<file path="src/hdl/bmpw_pkg.sv">
// ----------------------------------------------------------------------------
// BMP stream writer package
// Widths, header constants, queue item type and header byte lookup.
// ----------------------------------------------------------------------------
package bmpw_pkg;

  localparam int unsigned DIM_W       = 13;
  localparam int unsigned POS_W       = 12;
  localparam int unsigned MAX_DIM     = 4096;
  localparam int unsigned W_RESET     = 640;
  localparam int unsigned H_RESET     = 480;
  localparam int unsigned HDR_BYTES   = 54;
  localparam int unsigned HDR_IDX_W   = 6;
  localparam int unsigned ROW_BYTES_W = 14;
  localparam int unsigned RAW_W       = ROW_BYTES_W + DIM_W;
  localparam int unsigned Q_DEPTH     = 4;
  localparam int unsigned Q_PTR_W     = $clog2(Q_DEPTH);
  localparam int unsigned Q_CNT_W     = Q_PTR_W + 1;

  localparam int unsigned DIB_BYTES   = 40;
  localparam int unsigned PELS_PER_M  = 2835;
  localparam int unsigned BITS_PER_PEL = 24;
  localparam int unsigned PLANES      = 1;
  localparam logic [7:0]  BYTE_MASK   = 8'hFF;
  localparam logic [7:0]  CHAR_B      = 8'h42;
  localparam logic [7:0]  CHAR_M      = 8'h4D;

  localparam int unsigned CFG_IDX_W   = 1;
  localparam logic [CFG_IDX_W-1:0] CFG_IDX_WIDTH  = 1'b0;
  localparam logic [CFG_IDX_W-1:0] CFG_IDX_HEIGHT = 1'b1;

  typedef struct packed {
    logic [7:0] red;
    logic [7:0] green;
    logic [7:0] blue;
    logic       hdr;
    logic       row_end;
    logic       frame_end;
  } bmpw_item_t;

  // Clamp a dimension register into 1..MAX_DIM.
  function automatic logic [DIM_W-1:0] eff_dim(input logic [DIM_W-1:0] v);
    logic [DIM_W-1:0] r;
    if (v == '0) begin
      r = DIM_W'(1);
    end else if (v > DIM_W'(MAX_DIM)) begin
      r = DIM_W'(MAX_DIM);
    end else begin
      r = v;
    end
    return r;
  endfunction

  // Header byte at position idx: two tag bytes, then thirteen little-endian words.
  function automatic logic [7:0] hdr_byte(input logic [HDR_IDX_W-1:0] idx,
                                          input logic [DIM_W-1:0]     w,
                                          input logic [DIM_W-1:0]     h,
                                          input logic [RAW_W-1:0]     raw);
    logic [HDR_IDX_W-1:0] ofs;
    logic [3:0]           word;
    logic [1:0]           lane;
    logic [31:0]          val;
    logic [7:0]           b;
    ofs  = idx - HDR_IDX_W'(2);
    word = ofs[5:2];
    lane = ofs[1:0];
    case (word)
      4'd0:    val = 32'(raw) + 32'(HDR_BYTES);
      4'd2:    val = 32'(HDR_BYTES);
      4'd3:    val = 32'(DIB_BYTES);
      4'd4:    val = 32'(w);
      4'd5:    val = 32'(h);
      4'd6:    val = (32'(BITS_PER_PEL) << 16) | 32'(PLANES);
      4'd8:    val = 32'(raw);
      4'd9:    val = 32'(PELS_PER_M);
      4'd10:   val = 32'(PELS_PER_M);
      default: val = '0;
    endcase
    b = 8'(val >> {lane, 3'b000}) & BYTE_MASK;
    if (idx == HDR_IDX_W'(0)) begin
      b = CHAR_B;
    end else if (idx == HDR_IDX_W'(1)) begin
      b = CHAR_M;
    end
    return b;
  endfunction

endpackage

</file>
<file path="src/hdl/bmpw_if.sv">
// ----------------------------------------------------------------------------
// BMP stream writer channels
// Pixel input channel and file byte output channel, valid/ready handshake.
// ----------------------------------------------------------------------------
interface bmpw_pix_if;
  logic       valid;
  logic       ready;
  logic [7:0] red;
  logic [7:0] green;
  logic [7:0] blue;

  modport source (output valid, output red, output green, output blue, input ready);
  modport sink   (input valid, input red, input green, input blue, output ready);
endinterface

interface bmpw_byte_if;
  logic       valid;
  logic       ready;
  logic [7:0] out_byte;
  logic       last_of_run;
  logic       file_end;

  modport source (output valid, output out_byte, output last_of_run, output file_end,
                  input ready);
  modport sink   (input valid, input out_byte, input last_of_run, input file_end,
                  output ready);
endinterface

</file>
<file path="src/hdl/bmpw_queue.sv">
// ----------------------------------------------------------------------------
// BMP stream writer item queue
// Four-entry FIFO of classified pixels between front and back.
// ----------------------------------------------------------------------------
module bmpw_queue (
  input  logic                clk_i,
  input  logic                rst_ni,
  input  logic                push_i,
  input  bmpw_pkg::bmpw_item_t item_i,
  input  logic                pop_i,
  output bmpw_pkg::bmpw_item_t head_o,
  output logic                empty_o,
  output logic                full_o
);

  bmpw_pkg::bmpw_item_t              mem_q [bmpw_pkg::Q_DEPTH];
  logic [bmpw_pkg::Q_PTR_W-1:0]     wr_ptr_q, wr_ptr_d;
  logic [bmpw_pkg::Q_PTR_W-1:0]     rd_ptr_q, rd_ptr_d;
  logic [bmpw_pkg::Q_CNT_W-1:0]     cnt_q, cnt_d;
  logic                             do_push, do_pop;

  assign empty_o = (cnt_q == '0);
  assign full_o  = (cnt_q == bmpw_pkg::Q_CNT_W'(bmpw_pkg::Q_DEPTH));
  assign head_o  = mem_q[rd_ptr_q];
  assign do_push = push_i && !full_o;
  assign do_pop  = pop_i && !empty_o;

  always_comb begin
    wr_ptr_d = do_push ? wr_ptr_q + 1'b1 : wr_ptr_q;
    rd_ptr_d = do_pop  ? rd_ptr_q + 1'b1 : rd_ptr_q;
    cnt_d    = cnt_q;
    if (do_push && !do_pop) begin
      cnt_d = cnt_q + 1'b1;
    end else if (do_pop && !do_push) begin
      cnt_d = cnt_q - 1'b1;
    end
  end

  always_ff @(posedge clk_i or negedge rst_ni) begin
    if (!rst_ni) begin
      wr_ptr_q <= '0;
      rd_ptr_q <= '0;
      cnt_q    <= '0;
    end else begin
      wr_ptr_q <= wr_ptr_d;
      rd_ptr_q <= rd_ptr_d;
      cnt_q    <= cnt_d;
    end
  end

  // Entry storage holds payload only.
  always_ff @(posedge clk_i) begin
    if (do_push) begin
      mem_q[wr_ptr_q] <= item_i;
    end
  end

endmodule

</file>
<file path="src/hdl/bmpw_front.sv">
// ----------------------------------------------------------------------------
// BMP stream writer front end
// Accept pixels, track column and row, tag header, row end and frame end.
// ----------------------------------------------------------------------------
module bmpw_front (
  input  logic                         clk_i,
  input  logic                         rst_ni,
  input  logic [bmpw_pkg::DIM_W-1:0]   w_eff_i,
  input  logic [bmpw_pkg::DIM_W-1:0]   h_eff_i,
  bmpw_pix_if.sink                     pix_i,
  input  logic                         q_full_i,
  output logic                         push_o,
  output bmpw_pkg::bmpw_item_t         item_o
);

  logic [bmpw_pkg::POS_W-1:0] col_q, col_d;
  logic [bmpw_pkg::POS_W-1:0] row_q, row_d;
  logic [bmpw_pkg::DIM_W-1:0] col_inc, row_inc;
  logic                       row_end, frame_end;

  assign pix_i.ready = !q_full_i;
  assign push_o      = pix_i.valid && !q_full_i;

  // A counter at or past the last position counts as on it.
  assign col_inc   = {1'b0, col_q} + 1'b1;
  assign row_inc   = {1'b0, row_q} + 1'b1;
  assign row_end   = (col_inc >= w_eff_i);
  assign frame_end = row_end && (row_inc >= h_eff_i);

  always_comb begin
    item_o.red       = pix_i.red;
    item_o.green     = pix_i.green;
    item_o.blue      = pix_i.blue;
    item_o.hdr       = (col_q == '0) && (row_q == '0);
    item_o.row_end   = row_end;
    item_o.frame_end = frame_end;

    col_d = col_q;
    row_d = row_q;
    if (push_o) begin
      if (row_end) begin
        col_d = '0;
        row_d = frame_end ? '0 : row_inc[bmpw_pkg::POS_W-1:0];
      end else begin
        col_d = col_inc[bmpw_pkg::POS_W-1:0];
      end
    end
  end

  always_ff @(posedge clk_i or negedge rst_ni) begin
    if (!rst_ni) begin
      col_q <= '0;
      row_q <= '0;
    end else begin
      col_q <= col_d;
      row_q <= row_d;
    end
  end

endmodule

</file>
<file path="src/hdl/bmpw_back.sv">
// ----------------------------------------------------------------------------
// BMP stream writer back end
// Expand each queued pixel into header, pixel and pad bytes, one per cycle while the output is not stalled.
// ----------------------------------------------------------------------------
module bmpw_back (
  input  logic                         clk_i,
  input  logic                         rst_ni,
  input  logic [bmpw_pkg::DIM_W-1:0]   w_eff_i,
  input  logic [bmpw_pkg::DIM_W-1:0]   h_eff_i,
  input  bmpw_pkg::bmpw_item_t         head_i,
  input  logic                         q_empty_i,
  output logic                         pop_o,
  bmpw_byte_if.source                  bytes_o
);

  typedef enum logic [1:0] {
    S_START,
    S_HDR,
    S_PIX,
    S_PAD
  } state_e;

  state_e                              state_q, state_d, cur_ph;
  logic [bmpw_pkg::HDR_IDX_W-1:0]      idx_q, idx_d, cur_idx;
  logic [1:0]                          pad;
  logic [bmpw_pkg::ROW_BYTES_W-1:0]    row_bytes_q;
  logic [bmpw_pkg::DIM_W-1:0]          h_q;
  logic [bmpw_pkg::RAW_W-1:0]          raw_q;
  logic                                adv, last;
  logic [7:0]                          byte_b;
  logic                                out_valid_q;
  logic [7:0]                          out_byte_q;
  logic                                out_last_q, out_fend_q;

  assign pad = w_eff_i[1:0];

  // Sizes for the header: row bytes, then raw size in the cycle after.
  always_ff @(posedge clk_i) begin
    row_bytes_q <= bmpw_pkg::ROW_BYTES_W'({w_eff_i, 1'b0}) +
                   bmpw_pkg::ROW_BYTES_W'(w_eff_i) + bmpw_pkg::ROW_BYTES_W'(pad);
    h_q         <= h_eff_i;
    raw_q       <= bmpw_pkg::RAW_W'(row_bytes_q) * bmpw_pkg::RAW_W'(h_q);
  end

  assign adv   = !q_empty_i && (!out_valid_q || bytes_o.ready);
  assign pop_o = adv && last;

  always_comb begin
    cur_ph  = state_q;
    cur_idx = idx_q;
    if (state_q == S_START) begin
      cur_ph  = head_i.hdr ? S_HDR : S_PIX;
      cur_idx = '0;
    end
    byte_b  = '0;
    last    = 1'b0;
    state_d = state_q;
    idx_d   = idx_q;
    unique case (cur_ph)
      S_HDR: begin
        byte_b = bmpw_pkg::hdr_byte(cur_idx, w_eff_i, h_q, raw_q);
        if (cur_idx == bmpw_pkg::HDR_IDX_W'(bmpw_pkg::HDR_BYTES - 1)) begin
          state_d = S_PIX;
          idx_d   = '0;
        end else begin
          state_d = S_HDR;
          idx_d   = cur_idx + 1'b1;
        end
      end
      S_PIX: begin
        // Bytes go out blue, green, red.
        unique case (cur_idx[1:0])
          2'd0:    byte_b = head_i.blue;
          2'd1:    byte_b = head_i.green;
          default: byte_b = head_i.red;
        endcase
        if (cur_idx == bmpw_pkg::HDR_IDX_W'(2)) begin
          idx_d = '0;
          if (head_i.row_end && pad != 2'd0) begin
            state_d = S_PAD;
          end else begin
            state_d = S_START;
            last    = 1'b1;
          end
        end else begin
          state_d = S_PIX;
          idx_d   = cur_idx + 1'b1;
        end
      end
      S_PAD: begin
        if (cur_idx == {4'b0000, pad - 2'd1}) begin
          state_d = S_START;
          idx_d   = '0;
          last    = 1'b1;
        end else begin
          state_d = S_PAD;
          idx_d   = cur_idx + 1'b1;
        end
      end
      default: begin
        state_d = S_START;
        idx_d   = '0;
      end
    endcase
  end

  always_ff @(posedge clk_i or negedge rst_ni) begin
    if (!rst_ni) begin
      state_q     <= S_START;
      idx_q       <= '0;
      out_valid_q <= 1'b0;
      out_byte_q  <= '0;
      out_last_q  <= 1'b0;
      out_fend_q  <= 1'b0;
    end else begin
      if (adv) begin
        state_q     <= state_d;
        idx_q       <= idx_d;
        out_valid_q <= 1'b1;
        out_byte_q  <= byte_b;
        out_last_q  <= last;
        out_fend_q  <= last && head_i.frame_end;
      end else if (bytes_o.ready) begin
        out_valid_q <= 1'b0;
      end
    end
  end

  assign bytes_o.valid       = out_valid_q;
  assign bytes_o.out_byte    = out_byte_q;
  assign bytes_o.last_of_run = out_last_q;
  assign bytes_o.file_end    = out_fend_q;

endmodule

</file>
<file path="src/hdl/bmp_rgb24_stream_writer_unit.sv">
// ----------------------------------------------------------------------------
// BMP RGB24 stream writer
// Turns a stream of RGB pixels into the byte stream of a 24-bit BMP file.
// ----------------------------------------------------------------------------
// Feed pixels row by row, bottom row first; bytes leave the output register
// one per cycle unless it stalls or the queue is empty. A pixel gives 3 bytes
// (blue, green, red), the first pixel of a frame adds 54 header bytes, the
// last of each row (width mod 4) pad bytes; a frame is 54 + height * (3 *
// width + (width mod 4)) bytes. A front end accepts pixels into a four-deep
// queue, so input keeps flowing while the back end drains header or pad
// bytes. Width and height are clamped to 1..4096; write them only while the
// block is idle. last_of_run marks each pixel's final byte and file_end the
// final byte of the file; the next pixel after that opens a new file.
module bmp_rgb24_stream_writer_unit (
  input  logic                             clk_i,
  input  logic                             rst_ni,
  input  logic                             cfg_we_i,
  input  logic [bmpw_pkg::CFG_IDX_W-1:0]   cfg_idx_i,
  input  logic [bmpw_pkg::DIM_W-1:0]       cfg_data_i,
  bmpw_pix_if.sink                         pix_i,
  bmpw_byte_if.source                      bytes_o
);

  logic [bmpw_pkg::DIM_W-1:0] width_q, height_q;
  logic [bmpw_pkg::DIM_W-1:0] w_eff, h_eff;
  logic                       push, pop, q_full, q_empty;
  bmpw_pkg::bmpw_item_t       push_item, head_item;

  // Hold the raw register values; clamp on the way out.
  always_ff @(posedge clk_i or negedge rst_ni) begin
    if (!rst_ni) begin
      width_q  <= bmpw_pkg::DIM_W'(bmpw_pkg::W_RESET);
      height_q <= bmpw_pkg::DIM_W'(bmpw_pkg::H_RESET);
    end else if (cfg_we_i) begin
      unique case (cfg_idx_i)
        bmpw_pkg::CFG_IDX_WIDTH:  width_q  <= cfg_data_i;
        bmpw_pkg::CFG_IDX_HEIGHT: height_q <= cfg_data_i;
        default: ;
      endcase
    end
  end

  assign w_eff = bmpw_pkg::eff_dim(width_q);
  assign h_eff = bmpw_pkg::eff_dim(height_q);

  // Front: count position and tag each pixel.
  bmpw_front u_front (
    .clk_i    (clk_i),
    .rst_ni   (rst_ni),
    .w_eff_i  (w_eff),
    .h_eff_i  (h_eff),
    .pix_i    (pix_i),
    .q_full_i (q_full),
    .push_o   (push),
    .item_o   (push_item)
  );

  // Queue: decouple pixel intake from byte output.
  bmpw_queue u_queue (
    .clk_i   (clk_i),
    .rst_ni  (rst_ni),
    .push_i  (push),
    .item_i  (push_item),
    .pop_i   (pop),
    .head_o  (head_item),
    .empty_o (q_empty),
    .full_o  (q_full)
  );

  // Back: emit header, pixel and pad bytes through the output register.
  bmpw_back u_back (
    .clk_i     (clk_i),
    .rst_ni    (rst_ni),
    .w_eff_i   (w_eff),
    .h_eff_i   (h_eff),
    .head_i    (head_item),
    .q_empty_i (q_empty),
    .pop_o     (pop),
    .bytes_o   (bytes_o)
  );

endmodule

</file>
<file path="src/flat_wrapper.sv">
// flat-port wrapper written by rule: the top's interface ports become plain ports
module bmp_rgb24_stream_writer_unit_flat 
  (clk_i, rst_ni, cfg_we_i, cfg_idx_i, cfg_data_i, pix_i_valid, pix_i_red, pix_i_green, pix_i_blue, pix_i_ready, bytes_o_valid, bytes_o_out_byte, bytes_o_last_of_run, bytes_o_file_end, bytes_o_ready);
  bmpw_pix_if pix_i_i ();
  bmpw_byte_if bytes_o_i ();
  input  logic clk_i;
  input  logic rst_ni;
  input  logic cfg_we_i;
  input  logic [bmpw_pkg::CFG_IDX_W-1:0] cfg_idx_i;
  input  logic [bmpw_pkg::DIM_W-1:0] cfg_data_i;
  input wire logic [$bits(pix_i_i.valid)-1:0] pix_i_valid;
  input wire logic [$bits(pix_i_i.red)-1:0] pix_i_red;
  input wire logic [$bits(pix_i_i.green)-1:0] pix_i_green;
  input wire logic [$bits(pix_i_i.blue)-1:0] pix_i_blue;
  output wire logic [$bits(pix_i_i.ready)-1:0] pix_i_ready;
  output wire logic [$bits(bytes_o_i.valid)-1:0] bytes_o_valid;
  output wire logic [$bits(bytes_o_i.out_byte)-1:0] bytes_o_out_byte;
  output wire logic [$bits(bytes_o_i.last_of_run)-1:0] bytes_o_last_of_run;
  output wire logic [$bits(bytes_o_i.file_end)-1:0] bytes_o_file_end;
  input wire logic [$bits(bytes_o_i.ready)-1:0] bytes_o_ready;
  assign pix_i_i.valid = pix_i_valid;
  assign pix_i_i.red = pix_i_red;
  assign pix_i_i.green = pix_i_green;
  assign pix_i_i.blue = pix_i_blue;
  assign pix_i_ready = pix_i_i.ready;
  assign bytes_o_valid = bytes_o_i.valid;
  assign bytes_o_out_byte = bytes_o_i.out_byte;
  assign bytes_o_last_of_run = bytes_o_i.last_of_run;
  assign bytes_o_file_end = bytes_o_i.file_end;
  assign bytes_o_i.ready = bytes_o_ready;
  bmp_rgb24_stream_writer_unit u_core (.clk_i(clk_i), .rst_ni(rst_ni), .cfg_we_i(cfg_we_i), .cfg_idx_i(cfg_idx_i), .cfg_data_i(cfg_data_i), .pix_i(pix_i_i), .bytes_o(bytes_o_i));
endmodule
</file>
<file path="config.mk">
export PLATFORM = sky130hd
export DESIGN_NAME = bmp_rgb24_stream_writer_unit_flat
export DESIGN_NICKNAME = d
export VERILOG_FILES = /design/src/hdl/bmpw_pkg.sv /design/src/hdl/bmpw_if.sv /design/src/hdl/bmpw_queue.sv /design/src/hdl/bmpw_front.sv /design/src/hdl/bmpw_back.sv /design/src/hdl/bmp_rgb24_stream_writer_unit.sv /design/src/flat_wrapper.sv
export SDC_FILE = /design/constraint.sdc
export NUM_CORES = 1
export LEC_CHECK = 0
export BUFFER_PORTS_ARGS = -buffer_cell sky130_fd_sc_hd__buf_2
export CAP_MARGIN = 20
export CORE_MARGIN = 2
export CORE_UTILIZATION = 45
export DETAILED_ROUTE_END_ITERATION = 6
export PLACE_DENSITY_LB_ADDON = 0.25
export SLEW_MARGIN = 5
export SYNTH_ARGS = -nofsm -noshare
export SYNTH_HDL_FRONTEND = slang
export SYNTH_SLANG_ARGS = --single-unit
</file>
<file path="constraint.sdc">
create_clock -name clk_i -period 10.3 [get_ports clk_i]
set_input_delay 1.545 -clock clk_i [delete_from_list [all_inputs] [get_ports clk_i]]
set_output_delay 1.545 -clock clk_i [all_outputs]
set_load 0.05 [all_outputs]
</file>
==> results of run 1 <==
## cells in the mapped netlist (5+ instances only)
library cell  count
o31ai_1           6
or4_1             5
mux2_2           28
o21ai_0          50
inv_1           231
dfxtp_1          50
and2_1           80
a21o_1           12
ha_1            137
a22o_1            7
nor3_1           26
mux4_2           27
xor2_1           35
o21a_1            6
clkbuf_1         51
nand2_1         180
fa_1            113
nand3_1          34
a31oi_1          12
xnor2_1          44
nor4_1           19
nand2b_1         13
buf_2            13
a21oi_1          43
o2bb2ai_1        10
dfrtp_1          70
nor2_1           46
nand4_1          23
dfstp_2           6
nor2b_1           7
edfxtp_1        108
a221oi_1         14
or3_1             5
o211ai_1          6
and3_1           13
## worst min path at each step
stage | startpoint | endpoint | slack [ps] | cells past startpoint
floorplan | u_core.u_back.row_bytes_q[2]$_DFF_P_ | u_core.u_back.raw_q[2]$_DFF_P_ | 460 | 1
global placement | u_core.height_q[12]$_DFFE_PN0P_ | u_core.u_back.h_q[12]$_DFF_P_ | 420 | 0
detailed placement | u_core.height_q[12]$_DFFE_PN0P_ | u_core.u_back.h_q[12]$_DFF_P_ | 430 | 0
CTS | u_core.height_q[12]$_DFFE_PN0P_ | u_core.u_back.h_q[12]$_DFF_P_ | 440 | 0
global route | u_core.height_q[12]$_DFFE_PN0P_ | u_core.u_back.h_q[12]$_DFF_P_ | 470 | 0
finish | u_core.height_q[12]$_DFFE_PN0P_ | u_core.u_back.h_q[12]$_DFF_P_ | 440 | 0
## sequential cells by signal, summed over array words and instances, names as in the netlist, 3 cells and up
register / flops
u_core.width_q: 13
u_core.u_back.bytes_o.out_byte: 8
u_core.height_q: 13
u_core.u_queue.mem_q: 108
u_core.u_back.idx_q: 6
u_core.u_front.row_q: 12
u_core.u_back.raw_q: 25
u_core.u_back.h_q: 13
u_core.u_front.col_q: 12
u_core.u_back.row_bytes_q: 12
u_core.u_queue.cnt_q: 3
## critical path: cells and delay by family (launching register included)
kind,cells,cell delay [ps]
and+or+nand+nor,3,760
AOI/OAI and AO/OA,4,1310
adders and majority gates,6,2960
DFF,1,630
buffers and inverters,3,150
## per-stage QoR
step	std cells	setup slack (ps)
after detailed placement	2135	4453
after global routing	2185	4174
final	2185	4439
after global placement	2135	4525
after floorplan	1629	4911
after CTS	2184	4476
## metal layers
layer / track usage (%) / up-vias / part of all wire (%)
li1: - / 5646 / -
met1: 29.91 / 5855 / 45
met2: 34.96 / 341 / 47
met3: 2.538 / 65 / 5.3
met4: 5.820 / 0 / 2.6
met5: 0 / - / 0
## cell families (layout without fill, tap and decap cells)
logic type,count (synthesis),after routing
simple gates,476,476
buf+inv,302,347
fa+ha+maj,250,250
flops,234,234
compound gates,229,229
xor+xnor,79,79
mux,59,59
## cell type report
class	count	area, µm²	area share (%)
clock buffer	42	783.3	4.210
clock inverter	7	107.6	0.5784
inverter	231	867.1	4.661
multi-input combinational	1093	9669	51.97
sequential	234	6155	33.08
tap	511	639.4	3.437
timing repair buffer	67	382.9	2.058
==> results.sh, run 1 <==
export IMPL_final_cell_mix="inv_1 (231), nand2_1 (180), ha_1 (137)"
export IMPL_synth_warnings=0
export IMPL_setup_viol=0
export IMPL_drv_slew=0
export IMPL_avgSynthCellArea_um2=10.42
export IMPL_endpoint="u_core.u_back.raw_q[26]$_DFF_P_"
export IMPL_dp_hpwl_mm=30.88
export IMPL_status="complete, but fails checks"
export IMPL_netlist_top_cells_area="edfxtp_1 (19%), fa_1 (13%), dfrtp_1 (10%)"
export IMPL_overflow=0
export IMPL_critical_path_max_stage_delay_ps=630
export IMPL_cts_max_level=1
export IMPL_yosysUniqueCellTypes=83
export IMPL_die_area_um2=39300
export IMPL_drcViolationCount=1
export IMPL_yosys_area_share_adder_pct=23.42
export IMPL_ctsHoldBuffers=0
export IMPL_hold_path_class="reg2reg"
export IMPL_worstRegToRegCells=16
export IMPL_slew_headroom_pct=31.71
export IMPL_cts_buffers=27
export IMPL_drt_initial_drc_count=755
export IMPL_area_growth_pct=9.589
export IMPL_clockBufferDepth=3
export IMPL_critPathKind="reg2reg"
export IMPL_clk_pin_slew_ps=60
export IMPL_fill_cells=3465
export IMPL_port_buffer_count=54
export IMPL_final_core_util_pct=49.74
export IMPL_synth_xor_xnor_area_share_pct=4.076
export IMPL_synth_edf_count=108
export IMPL_rsz0062_at_grt="no"
export IMPL_ioPinCount=55
export IMPL_grt_max_degree=77
export IMPL_antenna_found_initial=0
export IMPL_numClockSinks=234
export IMPL_post_cts_buffers=0
export IMPL_via_count=11910
export IMPL_skew_ps=14.85
export IMPL_crit_fanout=13
export IMPL_synth_top_area_share_pct=19.10
export IMPL_drt_first_pass_iters=7
export IMPL_grt_first_pass_wirelength_mm=65.25
export IMPL_n_antenna_cell=0
export IMPL_dieHeight_um=198.2
export IMPL_clock_latency_ps=550
export IMPL_synth_nets=1922
export IMPL_hold_viol=0
export IMPL_row_count=71
export IMPL_worst_hold_slack_ps=438.6
export IMPL_totalWireLength_mm=40.76
export IMPL_fin_tns_setup_ps=0
export IMPL_async_reset_ff_share_pct=32.48
export IMPL_endpoint_kind="register"
export IMPL_synth_cells=1629
export IMPL_ant_nets=0
export IMPL_start_kind="register"
export IMPL_track_usage_pct=21.30
export IMPL_detailed_place_area_um2=17690
export IMPL_worst_pin_slew_ps=1017
export IMPL_fin_crit_sh_pct=56.91
export IMPL_synth_compound_area_share_pct=9.419
export IMPL_failed_checks="DRC"
export IMPL_initial_core_util_pct=45.39
export IMPL_yosys_register_bits=234
export IMPL_synth_simple_area_share_pct=14.23
export IMPL_cp_data_arrival_time_ps=6350
export IMPL_die_w_um=198.2
export IMPL_cp_common_cell="fa_1"
export IMPL_period_minus_slack_ps=5861
export IMPL_grt_pass1_vias=12100
export IMPL_crit_start="u_core.u_back.h_q[6]$_DFF_P_"
export IMPL_gp_congestion=0.8982
export IMPL_drive_gt1_share_pct=11.11
export IMPL_stdcell_area_um2=18600
export IMPL_root_buffer="clkbuf_16"
export IMPL_synth_seq_area_share_pct=36.25
export IMPL_fmax_mhz=170.6
export IMPL_reg2reg_slack_ps=4440
export IMPL_drv_cap=0
export IMPL_ys_flop_type="edfxtp_1"
export IMPL_final_common_cell="inv_1"
export IMPL_cts_tree="yes"
export IMPL_synth_top_family_by_area="adder cells"
export IMPL_yosys_area_top_type="edfxtp_1"
export IMPL_synth_mux_area_share_pct=5.675
export IMPL_path_cells="nand2_1, fa_1, fa_1, fa_1, inv_1, fa_1, inv_1, fa_1, inv_1, ha_1, a2111oi_0, o21ai_0, a31oi_1, o21ai_0, or4_1, nand3_1"
export IMPL_netlist_area_um2=16980
export IMPL_routed_via_density=5.449
export IMPL_cts_resized=0
export IMPL_nNetsFinal=1947
export IMPL_core_area_um2=37400
export IMPL_cp_required_ps=10790
export IMPL_reg2reg_from="u_core.u_back.h_q[6]$_DFF_P_"
export IMPL_r2r_end="u_core.u_back.raw_q[26]$_DFF_P_"
export IMPL_wl_per_cell_um=18.65
export IMPL_crit_slowest_cell="dfxtp_1"
Power of run 1 is left out: the tool's default activity adds up to more than one toggle a clock period on the data nets, which glitch-free logic cannot reach.
==> run 2: changes to the inputs <==
==> constraint.sdc (replaced) <==
create_clock -name clk_i -period 6.05 [get_ports clk_i]
set_input_delay 0.9075 -clock clk_i [delete_from_list [all_inputs] [get_ports clk_i]]
set_output_delay 0.9075 -clock clk_i [all_outputs]
set_load 0.05 [all_outputs]
==> results.sh, run 2 (synthesis gave the netlist of run 1 again) <==
export IMPL_status="finished, final reports clean"
export IMPL_drive_gt1_share_pct=11.41
export IMPL_largest_register="u_core.u_queue.mem_q"
export IMPL_dp_slack_ps=450.4
export IMPL_cts_max_level=1
export IMPL_drv_cap=0
export IMPL_finalWorstSetupSlack_ps=395.7
export IMPL_critPathBufInv=3
export IMPL_cp_num_cells=16
export IMPL_worst_pin_slew_ps=809.6
export IMPL_skew_ps=12.41
export IMPL_cts_tree="yes"
export IMPL_fin_tns_setup_ps=0
export IMPL_start_kind="register"
export IMPL_fmax_mhz=176.9
export IMPL_ctsHoldBuffers=0
export IMPL_core_area_um2=37400
export IMPL_overflow=0
export IMPL_final_common_cell="inv_1"
export IMPL_clock_latency_ps=540
export IMPL_drt_initial_drc_count=914
export IMPL_cp_required_ps=6530
export IMPL_setup_viol=0
export IMPL_worstRegToRegCells=16
export IMPL_ant_nets=0
export IMPL_slew_headroom_pct=45.91
export IMPL_drcViolationCount=0
export IMPL_die_area_um2=39300
export IMPL_drt_first_pass_iters=5
export IMPL_ioPinCount=55
export IMPL_period_minus_slack_ps=5654
export IMPL_gp_congestion=0.8940
export IMPL_cts_resized=0
export IMPL_fill_cells=3428
export IMPL_clk_pin_slew_ps=60
export IMPL_totalWireLength_mm=41.25
export IMPL_post_cts_buffers=0
export IMPL_via_count=12110
export IMPL_fin_crit_sh_pct=93.46
export IMPL_worst_hold_slack_ps=309.6
export IMPL_port_buffer_count=54
export IMPL_n_antenna_cell=0
export IMPL_grt_first_pass_wirelength_mm=66.25
export IMPL_crit_fanout=13
export IMPL_dp_hpwl_mm=31.17
export IMPL_antenna_found_initial=0
export IMPL_root_buffer="clkbuf_16"
export IMPL_cp_data_arrival_time_ps=6130
export IMPL_nNetsFinal=1955
export IMPL_cp_common_cell="fa_1"
export IMPL_row_count=71
export IMPL_largest_reg_flops=108
export IMPL_grt_max_degree=77
export IMPL_endpoint_kind="register"
export IMPL_critPathKind="reg2reg"
export IMPL_hold_viol=0
export IMPL_hold_path_class="in2async"
export IMPL_final_cell_mix="inv_1 (231), nand2_1 (180), ha_1 (137)"
export IMPL_die_w_um=198.2
export IMPL_numClockSinks=234
export IMPL_clockBufferDepth=3
export IMPL_initial_core_util_pct=45.39
export IMPL_top_regs="u_core.u_queue.mem_q: 108 flops, u_core.u_back.raw_q: 25 flops"
export IMPL_rsz0062_at_grt="no"
export IMPL_area_growth_pct=9.618
export IMPL_dieHeight_um=198.2
export IMPL_path_delay_family="adder cells"
export IMPL_instances_no_fill=2193
export IMPL_path_cells="nand2_1, fa_1, fa_1, fa_1, inv_1, fa_1, inv_1, fa_1, inv_1, ha_1, a2111oi_0, o21ai_0, a31oi_1, o21ai_0, or4_1, nand3_1"
export IMPL_crit_slowest_cell="dfxtp_1"
export IMPL_drv_slew=0
export IMPL_grt_pass1_vias=12140
export IMPL_place_inst=2143
export IMPL_cts_buffers=26
export IMPL_wl_per_cell_um=18.81
export IMPL_routed_via_density=5.521
export IMPL_critical_path_max_stage_delay_ps=640
export IMPL_track_usage_pct=21.59
## run 2: path summary, 6_finish.rpt
path                                            startpoint                                endpoint  slack, ps
min in group clk_i         u_core.height_q[12]$_DFFE_PN0P_           u_core.u_back.h_q[12]$_DFF_P_        460
setup reg to reg              u_core.u_back.h_q[6]$_DFF_P_         u_core.u_back.raw_q[26]$_DFF_P_        400
max in group asynchronous                           rst_ni           u_core.width_q[9]$_DFFE_PN1P_       5090
hold / removal                                      rst_ni  u_core.u_queue.wr_ptr_q[1]$_DFFE_PN0P_        310
setup / recovery              u_core.u_back.h_q[6]$_DFF_P_         u_core.u_back.raw_q[26]$_DFF_P_        400
hold reg to reg            u_core.height_q[12]$_DFFE_PN0P_           u_core.u_back.h_q[12]$_DFF_P_        460
## run 2: through the flow
stage / area [µm²] / utilization [%]
2_1_floorplan: 16980 / -
3_3_place_gp: 17750 / 47.47
3_5_place_dp: 17750 / 47.47
4_1_cts: 18570 / 49.66
5_1_grt: 18610 / 49.76
6_report: 18610 / 49.76
## run 2: cell type report
class	instances	area (µm²)	share of cell area, %
multi-input cells	1093	9669	51.96
clock buffers	37	701.9	3.772
well taps	511	639.4	3.436
inverters	231	867.1	4.659
flip-flops and latches	234	6155	33.07
clock inverters	11	118.9	0.6387
repair buffers	76	457.9	2.461
## run 2: layer usage
| layer | vias up | global-route usage (%) | part of all wire [%] |
|---|---|---|---|
| met1 | 6039 | 30.50 | 45 |
| met5 | - | 0 | 0 |
| met2 | 339 | 34.70 | 46 |
| met4 | 0 | 6.711 | 2.9 |
| li1 | 5661 | - | - |
| met3 | 68 | 2.725 | 5.3 |
Power of run 2 is left out for the same reason.
==> run 3: changes to the inputs <==
--- a/config.mk
+++ b/config.mk
@@ -11,6 +11,7 @@
 export CORE_UTILIZATION = 45
 export DETAILED_ROUTE_END_ITERATION = 6
 export PLACE_DENSITY_LB_ADDON = 0.25
+export REMOVE_ABC_BUFFERS = 1
 export SLEW_MARGIN = 5
 export SYNTH_ARGS = -nofsm -noshare
 export SYNTH_HDL_FRONTEND = slang
==> results.sh, run 3 (synthesis gave the netlist of run 1 again) <==
export IMPL_routed_via_density=5.414
export IMPL_cp_required_ps=6520
export IMPL_cts_buffers=26
export IMPL_start_kind="register"
export IMPL_status="complete, but fails checks"
export IMPL_drt_initial_drc_count=765
export IMPL_cts_tree="yes"
export IMPL_initial_core_util_pct=45.39
export IMPL_post_cts_buffers=0
export IMPL_port_buffer_count=54
export IMPL_cp_data_arrival_time_ps=6180
export IMPL_clock_latency_ps=560
export IMPL_critical_path_max_stage_delay_ps=650
export IMPL_core_area_um2=37400
export IMPL_track_usage_pct=21.39
export IMPL_ant_nets=0
export IMPL_worst_pin_slew_ps=1055
export IMPL_totalWireLength_mm=40.67
export IMPL_failed_checks="DRC"
export IMPL_dp_slack_ps=412.1
export IMPL_grt_max_degree=77
export IMPL_critPathBufInv=3
export IMPL_drcViolationCount=2
export IMPL_endpoint_kind="register"
export IMPL_period_minus_slack_ps=5709
export IMPL_finalWorstSetupSlack_ps=341.4
export IMPL_die_area_um2=39300
export IMPL_overflow=0
export IMPL_final_cell_mix="inv_1 (231), nand2_1 (180), ha_1 (137)"
export IMPL_hold_viol=0
export IMPL_final_common_cell="inv_1"
export IMPL_fin_crit_sh_pct=94.36
export IMPL_crit_slowest_cell="dfxtp_1"
export IMPL_drt_first_pass_iters=7
export IMPL_cp_common_cell="fa_1"
export IMPL_fmax_mhz=175.2
export IMPL_top_regs="u_core.u_queue.mem_q: 108 flops, u_core.u_back.raw_q: 25 flops"
export IMPL_crit_fanout=13
export IMPL_area_growth_pct=9.898
export IMPL_drive_gt1_share_pct=11.85
export IMPL_clockBufferDepth=3
export IMPL_cts_max_level=1
export IMPL_ioPinCount=55
export IMPL_setup_viol=0
export IMPL_path_cells="nand2_1, fa_1, fa_1, fa_1, inv_1, fa_1, inv_1, fa_1, inv_1, ha_1, a2111oi_0, o21ai_0, a31oi_1, o21ai_0, or4_1, nand3_1"
export IMPL_grt_pass1_vias=12090
export IMPL_ctsHoldBuffers=0
export IMPL_largest_reg_flops=108
export IMPL_wl_per_cell_um=18.56
export IMPL_critPathKind="reg2reg"
export IMPL_drv_slew=0
export IMPL_antenna_found_initial=0
export IMPL_dieHeight_um=198.2
export IMPL_hold_path_class="in2async"
export IMPL_largest_register="u_core.u_queue.mem_q"
export IMPL_dp_hpwl_mm=31.10
export IMPL_nNetsFinal=1953
export IMPL_slew_headroom_pct=29.12
export IMPL_path_delay_family="adder cells"
export IMPL_drv_cap=0
export IMPL_skew_ps=35.66
export IMPL_die_w_um=198.2
export IMPL_clk_pin_slew_ps=60
export IMPL_fin_tns_setup_ps=0
export IMPL_via_count=11860
export IMPL_cts_resized=0
export IMPL_row_count=71
export IMPL_root_buffer="clkbuf_16"
export IMPL_grt_first_pass_wirelength_mm=65.86
export IMPL_n_antenna_cell=0
export IMPL_rsz0062_at_grt="no"
export IMPL_numClockSinks=234
export IMPL_gp_congestion=0.8605
[run 3: cell count changes in the layout (fill, tap and decap cells not counted), sizes merged]
| cell | previous run | this run |
|---|---|---|
| clkinv | 8 | 10 |
| buf | 75 | 74 |
| clkbuf | 38 | 34 |
| inv | 231 | 232 |
[run 3: final cells by class]
| cell class | instances | area (µm²) |
|---|---|---|
| well taps | 511 | 639.4 |
| fillers | 3382 | 18740 |
| multi-input cells | 1093 | 9671 |
| flip-flops and latches | 234 | 6155 |
| clock buffers | 34 | 723.2 |
| clock inverters | 14 | 158.9 |
| repair buffers | 74 | 442.9 |
| inverters | 231 | 867.1 |
[run 3: worst register-to-register path, delay by kind of cell, from the launching register on]
family	cells	cell delay (ps)
buffers and inverters	3	150
flip-flops	1	650
adder cells (fa/ha/maj)	6	2980
AND/OR/NAND/NOR	3	760
AO/OA/AOI/OAI	4	1110
[run 3: final timing paths]
kind / from / to / slack (ps) / depth (start not counted)
min reg2reg: u_core.height_q[12]$_DFFE_PN0P_ / u_core.u_back.h_q[12]$_DFF_P_ / 440 / 0
max: u_core.u_back.h_q[6]$_DFF_P_ / u_core.u_back.raw_q[26]$_DFF_P_ / 340 / 16
max reg2reg: u_core.u_back.h_q[6]$_DFF_P_ / u_core.u_back.raw_q[26]$_DFF_P_ / 340 / 16
min in group clk_i: u_core.height_q[12]$_DFFE_PN0P_ / u_core.u_back.h_q[12]$_DFF_P_ / 440 / 0
max in group asynchronous: rst_ni / u_core.height_q[8]$_DFFE_PN1P_ / 5150 / 2
min: rst_ni / u_core.u_queue.wr_ptr_q[1]$_DFFE_PN0P_ / 270 / 1
[run 3: per-layer routing]
layer	up-vias	wire [µm]	track usage [%]
met4	0	1032	5.625
met1	5816	18490	30.39
met3	53	2063	2.282
met5	-	0	0
li1	5667	-	-
met2	327	19090	34.94
[run 3: metrics by stage]
step | utilization [%] | instance area (µm²) | hold WS [ps] | std cells
CTS | 49.81 | 18630 | 441.3 | 2190
finish | 49.88 | 18660 | 267.3 | 2191
global route | 49.88 | 18660 | 293.7 | 2191
global placement | 47.43 | 17740 | 439.3 | 2141
detailed placement | 47.45 | 17750 | 427.6 | 2142
floorplan | - | 16670 | 383.0 | 1558
Power of run 3 is left out for the same reason.
